[config.mk]
export PLATFORM = sky130hd
export DESIGN_NAME = swm_front
export DESIGN_NICKNAME = d
export VERILOG_FILES = /design/src/hdl/swm_pkg.sv /design/src/hdl/swm_front.sv
export SDC_FILE = /design/constraint.sdc
export NUM_CORES = 1
export LEC_CHECK = 0
export BUFFER_PORTS_ARGS = -buffer_cell sky130_fd_sc_hd__buf_2
export CAP_MARGIN = 20
export CORE_MARGIN = 2
export CORE_UTILIZATION = 39
export DETAILED_ROUTE_END_ITERATION = 10
export GPL_ROUTABILITY_DRIVEN = 1
export GPL_TIMING_DRIVEN = 0
export HOLD_SLACK_MARGIN = 0.08
export SLEW_MARGIN = 20
export SYNTH_ARGS = -nofsm -noshare
export SYNTH_HDL_FRONTEND = slang
export SYNTH_SLANG_ARGS = --single-unit
[constraint.sdc]
create_clock -name clk -period 5.77 [get_ports clk]
set_clock_uncertainty 0.05 [all_clocks]
set_input_delay 0.577 -clock clk [delete_from_list [all_inputs] [get_ports clk]]
set_output_delay 0.577 -clock clk [all_outputs]
set_load 0.01 [all_outputs]
[src/hdl/swm_pkg.sv]
package swm_pkg;

	localparam int SAMPLE_W = 32;
	localparam int POS_W    = 16;
	localparam int CFG_W    = 11;

	// one accepted word, tagged by the front end
	typedef struct packed {
		logic signed [SAMPLE_W-1:0] sample;
		logic                       first;
		logic        [POS_W-1:0]    pos;
		logic                       emit;
		logic        [POS_W-1:0]    start;
	} item_t;

	typedef struct packed {
		logic signed [SAMPLE_W-1:0] window_max;
		logic        [POS_W-1:0]    window_start;
	} result_t;

endpackage

[src/hdl/swm_front.sv]
module swm_front
	import swm_pkg::*;
(
	input  logic                       clk,
	input  logic                       arst_n,
	input  logic                       push,
	input  logic signed [SAMPLE_W-1:0] sample,
	input  logic                       first,
	input  logic        [CFG_W-1:0]    k,
	input  logic                       q_full,
	output logic                       q_push,
	output item_t                      q_item
);

	logic [POS_W-1:0] seq_pos_q;
	logic [CFG_W-1:0] seen_q;
	logic [POS_W-1:0] pos;
	logic [CFG_W-1:0] seen_cur;
	logic [CFG_W-1:0] seen_nxt;

	assign q_push = push & ~q_full;

	always_comb begin
		pos      = first ? '0 : seq_pos_q;
		seen_cur = first ? '0 : seen_q;
		// count up, saturate at the window size
		seen_nxt = (seen_cur < k) ? seen_cur + CFG_W'(1) : seen_cur;
		q_item.sample = sample;
		q_item.first  = first;
		q_item.pos    = pos;
		q_item.emit   = (seen_nxt >= k);
		q_item.start  = pos - POS_W'(k) + POS_W'(1);
	end

	always_ff @(posedge clk or negedge arst_n) begin
		if (!arst_n) begin
			seq_pos_q <= '0;
			seen_q    <= '0;
		end else if (q_push) begin
			seq_pos_q <= pos + POS_W'(1);
			seen_q    <= seen_nxt;
		end
	end

endmodule

==> metrics.csv <==
stage;metric;value;unit
sta;hold_viol;0;
sta;fin_crit;5.035;ns
flow_run;max_cap_viol_count;0;
global_routing;track_usage;0.1923;
die;io-pin-count;115;
critical_path;critPathTopFamily;buffers and inverters;
global_routing;grt_max_degree;28;
critical_path;endpoint_kind;output port;
global_routing;antenna_found_initial;0;
hold_path;hp-class;in2async;
clocking;clk_latency;0.29;ns
synthesis;yosys.cell_types.count;52;
clocking;h-tree-depth;1;
pwr;power.ir.vdd_worst;0.09305;mV
synthesis;yosys_most_used_dff;dfrtp_1;
synthesis;yosys_warnings;0;
final_layout;design_area;3908;um^2
run_status;outcome;complete, no violations;
critical_path;start_kind;primary input;
routing;drc;0;
final_layout;final_layout_size_suffix_gt1_frac;0.2551;
routing;wl_per_cell;14.18;um
routing;drtIter0Drc;165;
critical_path;crit_buf_inv;5;
clocking;clk_pin_slew_worst_paths;0.11;ns
clocking;cts_inserted_buffers;3;
pwr;powerDensity;147.8;nW/um^2
final_layout;finish.utilization;0.4732;
clocking;cts_root_buf;clkbuf_8;
sta;slew_headroom;0.5453;
placed_design;port_buffers;82;
placed_design;placed_cell_area;3865;um^2
placed_design;dp_hpwl;6782;um
synthesis;synth_edf_count;0;
pwr;finalPower;577.5;uW
die;die_x;96.31;um
synthesis;synth-seq-area-share;0.2033;
critical_path;worstPathArrival;4.41;ns
critical_path;slowest_delay;0.47;ns
clocking;clock-sinks;27;
global_routing;grt_pass1_wl;14140;um
clocking;cts_tree;yes;
routing;vias;3171;
routing;wl;8494;um
routing;viasPerCell;5.294;
placed_design;place.gp.congestion;0.8599;
sta;finalMaxSlewViolations;0;
synthesis;synthArstFlopShare;1.000;
placed_design;post-place-ws;0.1594;ns
final_layout;antennaDiodeCount;0;
sta;setup_viol;0;
die;std_cell_rows;33;
sta;rsz0062_at_grt;no;
global_routing;grt_pass1_vias;2925;
critical_path;crit_slowest_cell;a2111o_1;
sta;max_freq;198.6;MHz
synthesis;syn_area;3323;um^2
critical_path;crit_fanout;18;
synthesis;ys_ff_latch;27;
die;die_h;96.31;um
critical_path;required;5.14;ns
die;die-area;9276;um^2
synthesis;synth_cells;409;
pwr;p_leak;0.002079;uW
global_routing;overflow;0;
die;initial_core_util;0.4024;
clocking;cts_setup_buffers;0;
clocking;cts_max_path_buffers;2;
final_layout;area_growth;17.58;%
sta;fin_crit_sh;0.8726;
sta;setup_tns;0;ns
sta;setup_slack;0.7350;ns
die;core-area;8258;um^2
critical_path;critPathKind;in2out;
routing;firstDrtPassIters;4;
critical_path;crit_path_cell_trace;buf_2, clkbuf_2, clkbuf_1, nor2b_1, ha_1, inv_1, fa_1, nor2b_1, o2111ai_1, and4b_1, a2111o_1, a311o_1, xor2_1, buf_2;
routing;antenna_left;0;
synthesis;avgSynthCellArea;8.125;um^2
final_layout;finalNetCount;595;
synthesis;syn_nets;509;
sta;worstMarginPinSlew;0.6733;ns
==> worst reg2reg max path, cell delays in order (launching register included) <==
cell,delay (ns)
dfrtp_1,0.40
nor2b_1,0.33
ha_1,0.32
a21o_1,0.16
a21oi_1,0.21
o211ai_1,0.15
o21a_1,0.23
buf_6,0.15
clkbuf_1,0.23
o31ai_1,0.36
nand3_1,0.12
==> metrics by stage <==
step | hold WS [ns] | cells
floorplan | 0.2314 | 409
global placement | 0.4375 | 596
detailed placement | 0.4405 | 596
CTS | 0.2867 | 600
global route | 0.3237 | 599
finish | 0.2615 | 599
==> kinds of logic (layout without fill, tap and decap cells) <==
| group | count (synthesis) | count (layout) | share of synthesized area |
|---|---|---|---|
| AO/OA/AOI/OAI | 76 | 76 | 0.1600 |
| AND/OR/NAND/NOR | 151 | 151 | 0.2353 |
| flip-flops | 27 | 27 | 0.2033 |
| multiplexers | 1 | 1 | 0.003388 |
| XOR/XNOR | 30 | 30 | 0.07907 |
| adder cells (fa/ha/maj) | 52 | 52 | 0.1980 |
| buffers and inverters | 72 | 157 | 0.1209 |
==> final timing paths <==
kind	start	to	slack, ns	cells past startpoint
max	first	q_item[15]	0.74	14
min reg2reg	seq_pos_q[1]$_DFFE_PN0P_	seq_pos_q[1]$_DFFE_PN0P_	0.47	2
max reg2reg	seen_q[8]$_DFFE_PN0P_	seen_q[10]$_DFFE_PN0P_	2.94	10
min in group clk	seq_pos_q[1]$_DFFE_PN0P_	seq_pos_q[1]$_DFFE_PN0P_	0.47	2
min	arst_n	seen_q[4]$_DFFE_PN0P_	0.26	1
max in group asynchronous	arst_n	seen_q[10]$_DFFE_PN0P_	4.98	1
==> registers in the layout, indices dropped and copies added, names as in the netlist <==
name and cells:
seen_q 11, seq_pos_q 16
==> layout make-up <==
type / count / area, um^2
fill: 860 / 4350
multi-input combinational: 310 / 2246
sequential: 27 / 675.6
timing repair buffer: 82 / 410.4
buffer: 44 / 297.8
tap: 105 / 131.4
inverter: 27 / 101.3
clock buffer: 4 / 45.04
==> cells in the mapped netlist, drive strengths merged (3+ instances only) <==
cell type   n  area (um^2)
a21o        7        52.55
a21oi      18        90.09
a221o       5        50.05
and3        9        56.30
buf        34        259.0
clkbuf     11        41.29
dfrtp      27        675.7
ha         51        638.1
inv        27        101.4
nand2      43        161.4
nand2b      7        43.79
nand3      21        105.1
nand4       4        25.02
nor2       14        52.55
nor2b      22        142.6
nor3       13        65.06
o21a        5        37.54
o21ai      14        70.06
o311ai      4        35.04
o31ai       6        50.05
o41ai       3        26.28
or3         9        61.31
xnor2      16        140.1
xor2       14        122.6
==> layout by cell type (no fill, tap or decap), drive strengths merged, types with 2 or more instances in the layout <==
cell type	Yosys	layout
o311ai	4	4
nor2	14	14
o41ai	3	3
o21ai	14	14
or3	9	9
nor3	13	13
nand2b	7	7
a21boi	2	2
nand2	43	43
o31ai	6	6
ha	51	51
nor2b	22	22
a21oi	18	18
o211ai	2	2
a21o	7	7
inv	27	27
dfrtp	27	27
buf	34	116
a221o	5	5
o21a	5	5
nand4	4	4
nor4	2	2
or2	2	2
and3	9	9
clkbuf	11	14
xnor2	16	16
xor2	14	14
nand3	21	21
==> layer usage <==
metal	GRT usage	vias to the layer above	wire, um	share of wire
met4	0.02700	0	67	0.0079
li1	-	1584	-	-
met5	0	-	0	0
met3	0.02506	4	593	0.070
met1	0.2766	1461	3986	0.47
met2	0.3142	122	3847	0.45
==> report_power, final <==
group | leakage (uW) | internal (uW) | switching, uW | total, uW
clock | 0.0000228 | 49.8 | 70.0 | 120
combinational | 0.00170 | 110 | 123 | 233
sequential | 0.000358 | 206 | 19.1 | 225
total | 0.00208 | 365 | 212 | 577
==> timing repair <==
action                                  4_1_cts  5_1_grt
endpoints found under the setup margin        0        2
resized for setup                             0        2
hold buffers                                  0        0
(Power assumes the default switching activity.)
