<file path="src/hdl/swm_pkg.sv">
package swm_pkg;

	localparam int SAMPLE_W = 32;
	localparam int POS_W    = 16;
	localparam int CFG_W    = 11;

	// one accepted word, tagged by the front end
	typedef struct packed {
		logic signed [SAMPLE_W-1:0] sample;
		logic                       first;
		logic        [POS_W-1:0]    pos;
		logic                       emit;
		logic        [POS_W-1:0]    start;
	} item_t;

	typedef struct packed {
		logic signed [SAMPLE_W-1:0] window_max;
		logic        [POS_W-1:0]    window_start;
	} result_t;

endpackage

</file>
<file path="src/hdl/swm_fifo.sv">
module swm_fifo
	import swm_pkg::*;
#(
	parameter int W = 8
) (
	input  logic         clk,
	input  logic         arst_n,
	input  logic         wr,
	input  logic [W-1:0] wdata,
	output logic         full,
	input  logic         rd,
	output logic [W-1:0] rdata,
	output logic         valid
);

	logic [W-1:0] data_q [2];
	logic         wr_ptr_q;
	logic         rd_ptr_q;
	logic [1:0]   cnt_q;
	logic         do_wr;
	logic         do_rd;

	assign full  = (cnt_q == 2'd2);
	assign valid = (cnt_q != 2'd0);
	assign rdata = data_q[rd_ptr_q];
	assign do_wr = wr & ~full;
	assign do_rd = rd & valid;

	always_ff @(posedge clk or negedge arst_n) begin
		if (!arst_n) begin
			wr_ptr_q <= 1'b0;
			rd_ptr_q <= 1'b0;
			cnt_q    <= 2'd0;
		end else begin
			if (do_wr)
				wr_ptr_q <= ~wr_ptr_q;
			if (do_rd)
				rd_ptr_q <= ~rd_ptr_q;
			if (do_wr && !do_rd)
				cnt_q <= cnt_q + 2'd1;
			else if (do_rd && !do_wr)
				cnt_q <= cnt_q - 2'd1;
		end
	end

	always_ff @(posedge clk) begin
		if (do_wr)
			data_q[wr_ptr_q] <= wdata;
	end

endmodule

</file>
<file path="config.mk">
export PLATFORM = sky130hd
export DESIGN_NAME = swm_fifo
export DESIGN_NICKNAME = d
export VERILOG_FILES = /design/src/hdl/swm_pkg.sv /design/src/hdl/swm_fifo.sv
export SDC_FILE = /design/constraint.sdc
export NUM_CORES = 1
export LEC_CHECK = 0
export ABC_AREA = 1
export BUFFER_PORTS_ARGS = -buffer_cell sky130_fd_sc_hd__buf_2
export CAP_MARGIN = 25
export CELL_PAD_IN_SITES_DETAIL_PLACEMENT = 0
export CELL_PAD_IN_SITES_GLOBAL_PLACEMENT = 1
export CORE_ASPECT_RATIO = 1.75
export CORE_UTILIZATION = 25
export DETAILED_ROUTE_END_ITERATION = 10
export GPL_ROUTABILITY_DRIVEN = 1
export HOLD_SLACK_MARGIN = 0.08
export PLACE_DENSITY_LB_ADDON = 0.1
export SYNTH_ARGS = -nofsm -noshare
export SYNTH_HDL_FRONTEND = slang
export SYNTH_SLANG_ARGS = --single-unit
</file>
<file path="constraint.sdc">
create_clock -name clk -period 3.7 [get_ports clk]
set_clock_uncertainty 0.2 [all_clocks]
set_input_delay 0.185 -clock clk [delete_from_list [all_inputs] [get_ports clk]]
set_output_delay 0.185 -clock clk [all_outputs]
set_load 0.005 [all_outputs]
</file>
==> results.md, run 1 <==
- Status: complete, no violations
- H-Tree Depth: 1
- # DRC: 0
- Final #Nets: 123
- Worst slew pin tran: 0.669 ns
- Reg clk slew, reported paths: 0.07 ns
- Remaining global-route overflow: 0
- Final core utilization: 0.361
- Final Setup Violations: 0
- Power Density: 664 mW/mm²
- Area Growth Syn to Fin: 38.5%
- Maxcap violations: 0
- CTS Root Cell: clkbuf_8
- Final count of hold timing violations: 0
- Netlist Area Pre-Place: 818 µm²
- Vias: 599
- Peak supply drop: 0.326 mV
- Worst hold path type: reg -> reg
- Overall routing resource usage: 0.102
- Max Fclk: 572 MHz
- Leak pwr: 0.518 nW
- # Post-CTS Setup Buffers: 0
- Sink Count: 20
- Unrepaired setup endpoints after global routing: false
- Most frequent cells in the layout: nand2_1 (32), buf_2 (21), edfxtp_1 (16)
- CP max FO: 8
- Slew Limit Fails: 0
- Final period util: 0.473
- Die H: 77.7 µm
- DP Wirelength: 1.20 mm
- Site Rows: 27
- Critical Path Start Type: input port
- Skew-Pair Late Insertion Delay: 0.25 ns
- CTS buffer count: 3
- Vias in the first global route: 615
- Yosys reg bits: 20
- Post-route ant nets: 0
- Post-Synthesis Cells: 73
- First-pass GRT wire length: 2.53 mm
- Gpl congestion: 0.675
- Starting Density: 0.260
- Commonest non-fill, non-tap cell in the layout: nand2_1
- CP Data Required Time: 3.39 ns
- Antenna cells: 0
- Arrival time worst endpoint: 1.44 ns
- Critical path type: in -> reg
- Syn. warnings: 0
- Drt pass-1 iters: 2
- Post-Route WL: 1.58 mm
- Initial antenna violation count: 0
- Share of cells above drive strength 1: 0.287
- Mapped Avg Cell Area: 11.2 µm²
- Clk buf depth: 2
- Top post-synthesis cells by area: edfxtp_1 (59%), nand2_1 (15%), dfrtp_1 (12%), inv_1 (2.8%), nand2_2 (2.3%)
- Largest net degree at the start of global routing: 11
- Syn nets: 86
- CTS-repair resized insts: 0
- Ports: 22
- Register area share after synthesis: 0.709
- Tmin final: 1.75 ns
- Top-area cell type share of the netlist area: 0.587
- Die Area: 0.00351 mm²
- Iteration-0 DRC Markers: 9
- Die W: 45.2 µm
- Post-synth top area cell: edfxtp_1
- Worst hold slack: 0.282 ns
- TNS Setup: 0 ns
- Slew Limit Headroom: 0.553
- Core area: 0.00314 mm²
- Avg WL per Cell: 10.5 µm
- CTS tree: yes
- Cts hold-fix bufs: 12
- I/O Buffers: 21
- Critical Path End Type: flop
- Count of different cell masters after synthesis: 15
- DR vias/cell: 3.97
-- flip-flops by register name, indices dropped and copies added, names as in the netlist --
signal / flops
cnt_q: 2
data_q: 16
rd_ptr_q: 1
wr_ptr_q: 1
-- synth_stat cells --
| cell | number |
|---|---|
| buf_2 | 1 |
| dfrtp_1 | 4 |
| edfxtp_1 | 16 |
| ha_1 | 1 |
| inv_1 | 6 |
| inv_2 | 2 |
| nand2_1 | 32 |
| nand2_2 | 3 |
| nand3_1 | 2 |
| nand4_1 | 1 |
| nor2_1 | 1 |
| nor2_2 | 1 |
| nor2_4 | 1 |
| o21ai_0 | 1 |
| xnor2_1 | 1 |
-- cell type report --
class                   count  area, µm²
fillers                   336       2010
flip-flops and latches     20        581
repair buffers             33        225
multi-input cells          44        203
well taps                  43       53.8
clock buffers               3       41.3
inverters                   8       30.0
-- cells by family (layout without fill, tap and decap cells) --
family	after synthesis	count (layout)	share of synthesized area
DFF	20	20	0.709
adders and majority gates	1	1	0.0153
buffers and inverters	9	44	0.0428
AOI/OAI and AO/OA	1	1	0.00611
xor gates and xnor gates	1	1	0.0107
and+or+nand+nor	41	41	0.216
-- worst max-delay path, stage by stage --
cell and delay [ns]:
dlygate4sd3_1 0.52, buf_2 0.10, o21ai_0 0.10, nor2_1 0.54
-- through the flow --
stage                     worst slack (ns)  power, mW  cell area (µm²)  cells
after detailed placement              1.92      0.622              972    136
after global routing                  1.81      0.815             1130    151
after floorplan                       2.17      0.517              818     73
final                                 1.95      0.753             1130    151
after global placement                2.00      0.616              972    136
after CTS                             1.92      0.772             1130    151
-- path summary, 6_finish.rpt --
path                                      to  cells past startpoint  slack, ns      from
max in group asynchronous           cnt_q[1]                      3       2.50    arst_n
worst max register to register  data_q[1][2]                      3       1.96  cnt_q[1]
worst min-delay path                cnt_q[1]                      2       0.28  cnt_q[1]
worst max-delay path            data_q[1][2]                      4       1.95        wr
worst min register to register      cnt_q[1]                      2       0.28  cnt_q[1]
min in group asynchronous           wr_ptr_q                      3       0.62    arst_n
-- routing by layer --
layer,routed length (µm),track usage,vias to the layer above
met3,37,0.0140,4
met4,37,0.0636,0
li1,-,-,304
met2,898,0.180,14
met1,611,0.106,277
met5,0,0,-
-- report_power, final --
group / internal [mW] / leakage, nW / switching, mW
logic: 0.109 / 0.300 / 0.156
registers: 0.313 / 0.197 / 0.0380
clock network: 0.0723 / 0.0216 / 0.0654
total: 0.494 / 0.518 / 0.259
Note: power is estimated with default switching activity, not from simulation.
==> inputs of run 2 (changes only) <==
==> constraint.sdc (replaced) <==
create_clock -name clk -period 1.8 [get_ports clk]
set_clock_uncertainty 0.2 [all_clocks]
set_input_delay 0.09 -clock clk [delete_from_list [all_inputs] [get_ports clk]]
set_output_delay 0.09 -clock clk [all_outputs]
set_load 0.005 [all_outputs]
==> run 2 against run 1 <==
  * Global-route usage decreased by 0.29 points
  * Die area did not move
  * Wire length increased by 2.8%
  * Combinational power rose by 110%
  * Flip-flop and latch count stayed put
  * Total power is 110% higher
  * Worst setup slack worse by 1.7 ns
  * Largest cell class unchanged
  * Highest routed layer unchanged
==> results.md, run 2 (synthesis gave the netlist of run 1 again) <==
- Overall routing resource usage: 0.0992 (-0.00295)
- Post-route ant nets: 0 (unchanged)
- Int Pwr: 1.02 mW (+110%)
- Slew Limit Headroom: 0.745 (+0.192)
- Worst hold start: cnt_q[1]
- Die Area: 0.00351 mm² (unchanged)
- Initial antenna violation count: 0 (unchanged)
- CP max FO: 5 (-3)
- Final #Nets: 124 (+0.81%)
- Register area: 581 µm² (unchanged)
- NetSw: 537 µW (+110%)
- Clock share of power: 0.180 (-0.003)
- CTS buffer count: 3 (unchanged)
- Critical path type: reg -> reg
- Commonest non-fill, non-tap cell in the layout: nand2_1
- Worst R2R Path Depth: 7 (+4)
- H-Tree Depth: 1 (unchanged)
- TNS Setup: 0 ns (unchanged)
- Remaining global-route overflow: 0 (unchanged)
- Iteration-0 DRC Markers: 7 (-2)
- Worst Hold Endpoint: cnt_q[1]
- Sw Share: 0.344 (about the same)
- Starting Density: 0.260 (unchanged)
- CP Data Required Time: 1.74 ns (-1.65 ns)
- Die H: 77.7 µm (unchanged)
- # DRC: 0 (unchanged)
- Most flop-heavy register: data_q
- Status: complete, no violations
- Design Area, Final: 0.00114 mm² (+0.66%)
- DR vias/cell: 3.88 (-2.2%)
- R2R setup slack: 0.24 ns (-1.72 ns)
- Vias: 590 (-1.5%)
- Drt pass-1 iters: 2 (unchanged)
- Leak pwr: 0.523 nW (+1.0%)
- Number of flip-flops in the largest register: 16 (unchanged)
- Largest net degree at the start of global routing: 11 (unchanged)
- Vias in the first global route: 570 (-7.3%)
- CTS tree: yes
- DP Area: 980 µm² (+0.77%)
- Reg2reg end: cnt_q[1]
- Post-Route WL: 1.63 mm (+2.8%)
- Share of power burned in registers: 0.467 (about the same)
- Area Growth Syn to Fin: 39.4%
- I/O Buffers: 21 (unchanged)
- Most frequent cells in the layout: nand2_1 (32), buf_2 (21), edfxtp_1 (16)
- Worst hold path type: reg -> reg
- Core area: 0.00314 mm² (unchanged)
- Site Rows: 27 (unchanged)
- Final period util: 0.867
- Final Setup Violations: 0 (unchanged)
- Multi-input gate area: 203 µm² (unchanged)
- First-pass GRT wire length: 2.43 mm (-4.1%)
- Ports: 22 (unchanged)
- Worst slew pin tran: 0.383 ns (-0.286 ns)
- Critical R2R Launch: cnt_q[0]
- Avg WL per Cell: 10.7 µm (+2.2%)
- Logic pwr share: 0.353 (+0.002)
- DP Wirelength: 1.25 mm (+3.8%)
- Arrival time worst endpoint: 1.50 ns (+0.06 ns)
- Die W: 45.2 µm (unchanged)
- Total power: 1.56 mW (+110%)
- Tmin final: 1.56 ns
- Largest registers: data_q x16, cnt_q x2
- CTS Root Cell: clkbuf_8
- Unrepaired setup endpoints after global routing: false
- Gpl congestion: 0.634 (-6.1%)
- Critical Path Start Type: flop
- Final count of hold timing violations: 0 (unchanged)
- Critical Path End Type: flop
- Share of cells above drive strength 1: 0.294 (+0.00654)
- Max Fclk: 641 MHz
- Power Density: 1370 mW/mm² (+110%)
- Clk buf depth: 2 (unchanged)
- Slew Limit Fails: 0 (unchanged)
- Reg clk slew, reported paths: 0.07 ns (about the same)
- Fillers: 337 (+0.30%)
- WHS Path Cells: 2 (unchanged)
- Peak supply drop: 0.574 mV (+76%)
- Maxcap violations: 0 (unchanged)
- Skew-Pair Late Insertion Delay: 0.25 ns (about the same)
- Antenna cells: 0 (unchanged)
- Sink Count: 20 (unchanged)
[run 2: cell count changes in the layout (fill, tap and decap cells not counted)]
cell / previous run / this run
buf_4: 0 / 1
[run 2: power by group through the flow]
stage          logic, mW  clock network (mW)  registers (mW)
2_1_floorplan      0.371                   0           0.692
3_3_place_gp       0.540                   0           0.740
3_5_place_dp       0.546                   0           0.746
4_1_cts            0.567               0.290           0.737
5_1_grt            0.626               0.306           0.747
6_report           0.551               0.281           0.730
[run 2: critical path: stages, from the launching register on]
cell	delay [ns]
dfrtp_1	0.45
nor2_2	0.20
nor2_4	0.05
ha_1	0.30
inv_1	0.09
nand3_1	0.07
nand2_1	0.06
nand2_1	0.04
[run 2: cell type report]
type,instances,area share
multi-input cells,44,0.178
repair buffers,34,0.204
clock buffers,3,0.0362
flip-flops and latches,20,0.509
well taps,43,0.0471
inverters,8,0.0263
[run 2: metal layers]
layer / wire length (µm) / global-route usage / vias up / share of wire
met5: 0 / 0 / - / 0
met4: 22 / 0.0545 / 0 / 0.014
met3: 38 / 0.0140 / 2 / 0.023
met2: 927 / 0.186 / 12 / 0.57
met1: 641 / 0.0952 / 270 / 0.39
li1: - / - / 306 / -
[run 2: worst max path at each step]
stage          startpoint      endpoint  slack, ns  cells past startpoint
2_1_floorplan    cnt_q[1]  data_q[1][0]       0.27                      3
3_3_place_gp     cnt_q[0]      cnt_q[1]       0.24                      8
3_5_place_dp     cnt_q[0]      cnt_q[1]       0.23                      8
4_1_cts          rd_ptr_q      rdata[4]       0.18                      4
5_1_grt          rd_ptr_q      rdata[0]       0.13                      4
6_report         cnt_q[0]      cnt_q[1]       0.24                      7
[run 2: metrics by stage]
| stage | hold slack, ns | instances | utilization | setup slack, ns |
|---|---|---|---|---|
| after floorplan | -0.406 | 73 | - | 0.271 |
| after global placement | -0.289 | 137 | 0.312 | 0.237 |
| after detailed placement | -0.290 | 137 | 0.312 | 0.228 |
| after CTS | 0.283 | 152 | 0.363 | 0.176 |
| after global routing | 0.314 | 152 | 0.363 | 0.133 |
| final | 0.280 | 152 | 0.363 | 0.239 |
[run 2: repair_timing]
item,4_1_cts,5_1_grt
buffers inserted,0,0
gates resized for setup,0,0
endpoints found under the hold margin,22,0
hold buffers,12,0
==> inputs of run 3 (changes only) <==
--- a/config.mk
+++ b/config.mk
@@ -6,13 +6,13 @@
 export NUM_CORES = 1
 export LEC_CHECK = 0
 export ABC_AREA = 1
-export BUFFER_PORTS_ARGS = -buffer_cell sky130_fd_sc_hd__buf_2
 export CAP_MARGIN = 25
 export CELL_PAD_IN_SITES_DETAIL_PLACEMENT = 0
 export CELL_PAD_IN_SITES_GLOBAL_PLACEMENT = 1
 export CORE_ASPECT_RATIO = 1.75
 export CORE_UTILIZATION = 25
 export DETAILED_ROUTE_END_ITERATION = 10
+export DONT_BUFFER_PORTS = 1
 export GPL_ROUTABILITY_DRIVEN = 1
 export HOLD_SLACK_MARGIN = 0.08
 export PLACE_DENSITY_LB_ADDON = 0.1
==> run 3 against run 2 <==
  * Combinational power decreased by 19%
  * Flip-flop and latch count is the same
  * Critical path depth stayed put
  * Register-to-register slack worse by 0.05 ns
  * Design area fell by 9.2%
  * Utilization decreased by 3.3 points
  * Count of clock-buffer cells in the layout did not move
  * Worst setup slack worse by 0.048 ns
  * Sequential share of layout area rose by 5.2 points
  * Total power is 6.9% lower
==> results.md, run 3 (synthesis gave the netlist of run 1 again) <==
- Worst R2R Path Depth: 7 (unchanged)
- Number of flip-flops in the largest register: 16 (unchanged)
- Design Area, Final: 0.00104 mm² (-9.2%)
- Largest registers: data_q x16, cnt_q x2
- Worst slew pin tran: 0.373 ns (-0.0104 ns)
- Dpl ws: 0.192 ns (-0.0366 ns)
- Iteration-0 DRC Markers: 8 (+1)
- Antenna cells: 0 (unchanged)
- I/O Buffers: 0 (-100%)
- Status: complete, no violations
- Clk buf depth: 2 (unchanged)
- Skew-Pair Late Insertion Delay: 0.25 ns (about the same)
- Final Setup Violations: 0 (unchanged)
- Slew Limit Fails: 0 (unchanged)
- Critical Path End Type: flop
- Final count of hold timing violations: 0 (unchanged)
- Ports: 22 (unchanged)
- Post-Route WL: 1.49 mm (-8.3%)
- WHS Path Cells: 2 (unchanged)
- Leak pwr: 0.439 nW (-16%)
- Avg WL per Cell: 11.4 µm (+6.3%)
- Most flop-heavy register: data_q
- DP Area: 875 µm² (-11%)
- CTS Root Cell: clkbuf_8
- Critical path type: reg -> reg
- CP max FO: 5 (unchanged)
- Unrepaired setup endpoints after global routing: false
- Gpl congestion: 0.652 (+2.9%)
- # Post-CTS Setup Buffers: 0 (unchanged)
- Site Rows: 27 (unchanged)
- CTS tree: yes
- Final period util: 0.894 (+0.0266)
- Crit path buffers/inverters: 1 (unchanged)
- Vias in the first global route: 540 (-5.3%)
- CTS-repair resized insts: 0 (unchanged)
- Remaining global-route overflow: 0 (unchanged)
- Sink Count: 20 (unchanged)
- Critical R2R Launch: cnt_q[0]
- CTS buffer count: 3 (unchanged)
- Area Growth Syn to Fin: 26.6%
- Worst hold path type: reg -> reg
- Tmin final: 1.61 ns (+0.0479 ns)
- CP delay by family, top: flip-flops
- Arrival time worst endpoint: 1.55 ns (+0.05 ns)
- CP Data Required Time: 1.74 ns (about the same)
- Crit. path cell count: 7 (unchanged)
- Critical Path Max Stage Delay: 0.45 ns (about the same)
- Largest net degree at the start of global routing: 11 (unchanged)
- Drt pass-1 iters: 3 (+1)
- # DRC: 0 (unchanged)
- TNS Setup: 0 ns (unchanged)
- Peak supply drop: 0.621 mV (+8.1%)
- Crit-path cells: nor2_2, nor2_4, ha_1, inv_1, nand3_1, nand2_1, nand2_1
- Die Area: 0.00351 mm² (unchanged)
- DR vias/cell: 4.02 (+3.6%)
- Reg clk slew, reported paths: 0.07 ns (about the same)
- Power Density: 1400 mW/mm² (+2.5%)
- CP max-delay cell: dfrtp_1
- Die W: 45.2 µm (unchanged)
- First-pass GRT wire length: 2.54 mm (+4.6%)
- Commonest non-fill, non-tap cell in the layout: nand2_1
- Most frequent cells in the layout: nand2_1 (32), edfxtp_1 (16), dlygate4sd3_1 (12)
- Max Fclk: 622 MHz (-3.0%)
- H-Tree Depth: 1 (unchanged)
- Final #Nets: 103 (-17%)
- Slew Limit Headroom: 0.752 (+0.00694)
- DP Wirelength: 1.11 mm (-11%)
- Vias: 527 (-11%)
- Worst hold slack: 0.285 ns (+0.00543 ns)
- Post-route ant nets: 0 (unchanged)
- Die H: 77.7 µm (unchanged)
- Final setup margin: 0.191 ns (-0.0479 ns)
- Overall routing resource usage: 0.102 (+0.00304)
- Crit path launch: cnt_q[0]
- Starting Density: 0.260 (unchanged)
- Share of cells above drive strength 1: 0.125 (-0.169)
- Initial antenna violation count: 0 (unchanged)
- Final core utilization: 0.330 (-0.0335)
- Cell repeated most along the worst path: nand2_1
- Worst hold start: cnt_q[1]
- Maxcap violations: 0 (unchanged)
- Critical Path Start Type: flop
- Core area: 0.00314 mm² (unchanged)
run 3: final cells by class:
cell class / count / area (µm²)
inverter: 8 / 30.0
sequential: 20 / 581
timing repair buffer: 13 / 128
clock buffer: 3 / 41.3
fill: 330 / 2110
multi-input combinational: 44 / 203
tap: 43 / 53.8
run 3: where the power goes:
group	total, mW	switching (mW)	internal, mW
Combinational	0.446	0.293	0.153
Clock	0.278	0.129	0.148
Sequential	0.729	0.0865	0.643
run 3: layer usage:
| layer | GRT usage | vias to the layer above | part of all wire |
|---|---|---|---|
| li1 | - | 265 | - |
| met1 | 0.108 | 248 | 0.39 |
| met2 | 0.174 | 12 | 0.56 |
| met3 | 0.0209 | 2 | 0.031 |
| met4 | 0.0636 | 0 | 0.013 |
| met5 | 0 | - | 0 |
run 3: worst min-delay path, cell delays in order, from the launching register on:
cell and delay, ns:
dfrtp_1 0.35, nand2_1 0.06, nand2_1 0.05
run 3: final timing paths:
| path | to | slack (ns) |
|---|---|---|
| worst max-delay path | cnt_q[1] | 0.19 |
| worst max register to register | cnt_q[1] | 0.19 |
| min in group asynchronous | cnt_q[0] | 0.46 |
| max in group asynchronous | rd_ptr_q | 0.76 |
| worst min register to register | cnt_q[1] | 0.29 |
| worst min-delay path | cnt_q[1] | 0.29 |
run 3: through the flow:
stage	cells	power, mW
3_5_place_dp	116	1.18
2_1_floorplan	73	1.06
3_3_place_gp	116	1.18
6_report	131	1.45
4_1_cts	131	1.49
5_1_grt	131	1.58
run 3: repair_timing:
| action | 4_1_cts | 5_1_grt |
|---|---|---|
| hold buffers | 12 | 0 |
| endpoints found under the hold margin | 23 | 0 |
| setup endpoints to repair | 0 | 0 |
